<file path="src/rtl/core/lspv_pkg.sv">
// Shared types, codes and helpers of the looped sample playback voice.
// No dependencies; every other file of the block but lspv_out_if refers to it by scoped names.
package lspv_pkg;

  localparam int unsigned StoreDepth = 4096;
  localparam int unsigned AddrW      = 12;
  localparam int unsigned LenW       = 13;
  localparam int unsigned FracBits   = 16;
  localparam int unsigned VwW        = 20;
  localparam int unsigned CfgIdxW    = 3;
  localparam int unsigned CfgDataW   = 13;

  typedef enum logic [1:0] {
    CMD_LOAD   = 2'd0,
    CMD_START  = 2'd1,
    CMD_RENDER = 2'd2,
    CMD_NOP    = 2'd3
  } cmd_e;

  localparam logic [1:0] LOOP_OFF  = 2'd0;
  localparam logic [1:0] LOOP_FWD  = 2'd1;
  localparam logic [1:0] LOOP_PING = 2'd2;

  localparam logic [1:0] FMT_S8  = 2'd0;
  localparam logic [1:0] FMT_S16 = 2'd1;

  localparam logic [CfgIdxW-1:0] REG_LOOP_MODE  = 3'd0;
  localparam logic [CfgIdxW-1:0] REG_LOOP_FIRST = 3'd1;
  localparam logic [CfgIdxW-1:0] REG_LOOP_LAST  = 3'd2;
  localparam logic [CfgIdxW-1:0] REG_LENGTH     = 3'd3;
  localparam logic [CfgIdxW-1:0] REG_FORMAT     = 3'd4;

  typedef struct packed {
    cmd_e                cmd;
    logic [AddrW-1:0]    address;
    logic [31:0]         word;
    logic [7:0]          step_whole;
    logic [FracBits-1:0] step_frac;
  } item_t;

  typedef struct packed {
    logic  valid;
    item_t item;
  } push_t;

  typedef struct packed {
    logic full;
    logic empty;
  } q_stat_t;

  typedef struct packed {
    logic [1:0]       wrap_mode;
    logic [AddrW-1:0] loop_first;
    logic [LenW-1:0]  loop_last_excl;
    logic [LenW-1:0]  sample_length;
    logic [1:0]       sample_format;
  } cfg_t;

  // Normalize a stored word to Q1.23; the 32-bit form drops the low byte.
  function automatic logic signed [23:0] to_q23(logic [1:0] fmt, logic [31:0] w);
    logic signed [23:0] v;
    unique case (fmt)
      FMT_S8:  v = {w[7:0], 16'h0000};
      FMT_S16: v = {w[15:0], 8'h00};
      default: v = w[31:8];
    endcase
    return v;
  endfunction

endpackage

</file>
<file path="src/rtl/core/lspv_queue.sv">
// Two-entry queue between the front end and the execution back end.
// Depends on lspv_pkg.
module lspv_queue (
  input  logic              clk_i,
  input  logic              rst_ni,
  input  lspv_pkg::push_t   push_i,
  input  logic              pop_i,
  output lspv_pkg::item_t   head_o,
  output lspv_pkg::q_stat_t stat_o
);

  lspv_pkg::item_t slot_q [2];
  logic            wr_q, wr_d, rd_q, rd_d;
  logic [1:0]      cnt_q, cnt_d;
  logic            do_push, do_pop;

  assign do_push = push_i.valid && (cnt_q != 2'd2);
  assign do_pop  = pop_i && (cnt_q != 2'd0);
  assign wr_d    = do_push ? ~wr_q : wr_q;
  assign rd_d    = do_pop ? ~rd_q : rd_q;

  always_comb begin
    cnt_d = cnt_q;
    if (do_push && !do_pop) begin
      cnt_d = cnt_q + 2'd1;
    end else if (do_pop && !do_push) begin
      cnt_d = cnt_q - 2'd1;
    end
  end

  always_ff @(posedge clk_i or negedge rst_ni) begin
    if (!rst_ni) begin
      wr_q  <= 1'b0;
      rd_q  <= 1'b0;
      cnt_q <= 2'd0;
    end else begin
      wr_q  <= wr_d;
      rd_q  <= rd_d;
      cnt_q <= cnt_d;
    end
  end

  always_ff @(posedge clk_i) begin
    if (do_push) begin
      slot_q[wr_q] <= push_i.item;
    end
  end

  assign head_o       = slot_q[rd_q];
  assign stat_o.full  = (cnt_q == 2'd2);
  assign stat_o.empty = (cnt_q == 2'd0);

endmodule

</file>
<file path="config.mk">
export PLATFORM = sky130hd
export DESIGN_NAME = lspv_queue
export DESIGN_NICKNAME = d
export VERILOG_FILES = /design/src/rtl/core/lspv_pkg.sv /design/src/rtl/core/lspv_queue.sv
export SDC_FILE = /design/constraint.sdc
export NUM_CORES = 1
export LEC_CHECK = 0
export BUFFER_PORTS_ARGS = -buffer_cell sky130_fd_sc_hd__buf_4
export CAP_MARGIN = 20
export CORE_MARGIN = 4
export CORE_UTILIZATION = 50
export DETAILED_ROUTE_END_ITERATION = 16
export GPL_TIMING_DRIVEN = 0
export HOLD_SLACK_MARGIN = 0.02
export PLACE_DENSITY = 0.87
export SYNTH_ARGS = -nofsm -noshare
export SYNTH_HDL_FRONTEND = slang
export SYNTH_SLANG_ARGS = --single-unit
</file>
<file path="constraint.sdc">
create_clock -name clk_i -period 7.23 [get_ports clk_i]
set_input_delay 0.723 -clock clk_i [delete_from_list [all_inputs] [get_ports clk_i]]
set_output_delay 0.723 -clock clk_i [all_outputs]
set_load 0.02 [all_outputs]
</file>
==> results.md <==
- Power Density: between 400 and 500 nW/µm²
- Synthesis-to-finish area growth: 35.6%
- FF-to-FF setup slack: 5.37 ns
- Largest net degree at the start of global routing: 45
- Inserted Clock Buffers: 17
- Clk network pwr share: 0.272
- Total negative slack: 0 ns
- Layout cell share with drive strength beyond 1: 0.612
- Commonest non-fill, non-tap cell in the layout: buf_4
- Seq/Total Area, Yosys: 0.769
- Pre-CTS setup slack: 5.19 ns
- Status: completed
- RSZ-0062 raised after global routing: false
- Max Cap Violations: 0
- Worst-path clk slew: 0.06 ns
- Row count: 38
- Initial antenna violation count: 0
- Switching power: 984 µW
- Worst hold path type: input port to flop
- Comb pwr share: 0.377
- Slowest-stage cell, CP: dfrtp_1
- CTS tree: built
- Routed wire per std cell: approximately 18 µm
- Via-per-instance ratio: 4.90
- All-Layer GR Usage: 0.159
- Syn_area_per_cell: 23.6 µm²
- Syn nets: roughly 310
- CTS root buffer: clkbuf_8
- Setup CP Type: flop to output pin
- DRC: 0
- Die area: 13,000 µm²
- Largest stage delay on the critical path: 0.34 ns
- Diodes inserted: 0
- I/O Pins: 146
- Maximum clock frequency: 411 MHz
- Data arrival, critical path: 1.71 ns
- Final worst slack: 4.80 ns
- Worst path required time: about 6.5 ns
- First-pass GRT wire length: 15,200 µm
- Crit path capture type: output pin
- Max IR drop VDD: between 0.3 and 0.4 mV
- Cell Chain, Critical Path: buf_6 -> buf_12 -> mux2_4 -> buf_4
- Initial Util: 0.514
- Static Leakage: 0.00308 µW
- Worst setup SP type: flop
- WL met3: 769 µm
- DRT iter0 DRCs: 98
- Clock Path Buffers: 2
- Routed WL: 9870 µm
- Clk sinks: 144
- Slew margin rel.: 0.610
- Seq pwr share: 0.351
- Hold Buf Count CTS: 1
- Yosys Warn Count: 0
- Top cell type by total area after synthesis: edfxtp_1
- Yosys reg bits: 144
- Post-Syn Instances: 237
- Post-CTS resize count: 0
- Buffers on Ports: ~150
- Setup Fix Bufs, Post-CTS: 0
- Top-area cell type share of the netlist area: 0.751
- Pint: 2430 µW
- Clock Latency Late Sink: 0.51 ns
- Detailed-route via count: 2,732
- Final hold viol count: 0
- Final setup violation count: 0
- Largest cells by area after synthesis: edfxtp_1 (75%), mux2_4 (19%), buf_12 (2.5%), dfrtp_1 (1.8%), xnor2_1 (0.47%)
- Top Metal Used: met4
- CP delay by family, top: buffers and inverters
- H-tree Lvls: 4
- Buf/Inv on CP: 3
- Placeable Area: 10,900 µm²
- Die extent in x: ~110 µm
- Iteration count of the initial detailed-routing pass: 4
- Die Y: 114 µm
- Final slew viol count: 0
- Final Power: 3410 µW
- Yosys cell types: 15
- DRT met1 WL: 3460 µm
- Tmin final: 2.43 ns
- Crit Path Max Fanout: 10
- Post-route ant nets: 0
- GRT overflow: 0
- GP Congestion: just over 0.7
- Worst slew pin tran: 0.583 ns
- Met2 WL: 5520 µm
- Synthesized area: 5600 µm²
- Dpl hpwl: 6900 µm
- Clock Skew: 0.00376 ns
- Commonest cells after routing, fill and taps aside: buf_4 (145), edfxtp_1 (140), mux2_4 (69)
- Tcrit/Tclk final: 0.337
- Switching share of total power: 0.289
- Final Net Count: 480
- Vias in the first global route: 2,986
[power by group through the flow]
| stage | logic, µW | registers [µW] | clock network (µW) |
|---|---|---|---|
| 6_report | 1280 | 1200 | 929 |
| 2_1_floorplan | 862 | 1210 | 0 |
| 3_3_place_gp | 1250 | 1230 | 0 |
| 5_1_grt | 1360 | 1210 | 998 |
| 4_1_cts | 1310 | 1200 | 947 |
| 3_5_place_dp | 1310 | 1210 | 0 |
[through the flow]
| step | hold slack [ns] | area, µm² | instances | utilization |
|---|---|---|---|---|
| floorplan | 0.427 | 5600 | 237 | - |
| global placement | 0.480 | 6860 | 522 | 0.630 |
| detailed placement | 0.523 | 6940 | 525 | 0.638 |
| CTS | 0.369 | 7590 | 557 | 0.697 |
| global route | 0.362 | 7590 | 557 | 0.697 |
| finish | 0.394 | 7590 | 557 | 0.697 |
[worst paths after layout]
kind                                      start                       to  cells after the start
max                            rd_q$_DFFE_PN0P_               head_o[29]                      4
min                                  push_i[55]  slot_q[1][55]$_DFFE_PP_                      1
max reg2reg                cnt_q[0]$_DFFE_PN0P_  slot_q[0][69]$_DFFE_PP_                      4
min reg2reg                cnt_q[1]$_DFFE_PN0P_     cnt_q[1]$_DFFE_PN0P_                      1
max in group asynchronous                rst_ni         rd_q$_DFFE_PN0P_                      2
min in group asynchronous                rst_ni     cnt_q[0]$_DFFE_PN0P_                      2
[state kept, by name (all words and copies together) (netlist names)]
signal and cells:
wr_q 1, cnt_q 2, rd_q 1, slot_q 140
[cells in the mapped netlist]
master and number:
mux2_4 69, inv_1 2, dfrtp_1 4, ha_1 1, edfxtp_1 140, buf_6 1
and3_1 1, buf_12 7, xnor2_1 3, mux2_2 1, nand2b_1 1, nand2_1 1
o21ai_1 1, nor2_1 3, xor2_1 2
[logic make-up (layout without fill, tap and decap cells)]
| logic type | after synthesis | after routing | synth area share |
|---|---|---|---|
| multiplexers | 70 | 70 | 0.187 |
| XOR/XNOR | 5 | 5 | 0.00782 |
| AND/OR/NAND/NOR | 6 | 6 | 0.00492 |
| adder cells (fa/ha/maj) | 1 | 1 | 0.00223 |
| AO/OA/AOI/OAI | 1 | 1 | 0.000893 |
| flip-flops | 144 | 144 | 0.769 |
| buffers and inverters | 10 | 190 | 0.0284 |
[final cells by class]
class,instances,area [µm²]
flip-flops and latches,144,4300
fillers,689,3300
repair buffers,149,1170
multi-input cells,83,1150
clock buffers,20,425
clock inverters,11,213
well taps,140,175
plain buffers,8,151
inverters,2,7.51
[metal layers]
metal	global-route usage	up-vias
met4	0.0523	0
met1	0.163	1346
met2	0.291	97
li1	-	1272
met3	0.0668	17
met5	0	-
[worst register-to-register path, stage by stage (launching register included)]
cell      delay (ns)
dfrtp_1         0.43
nand2b_1        0.19
nand2_1         0.15
nor2_4          0.48
buf_12          0.28
Power figures use the tool's default switching activity.
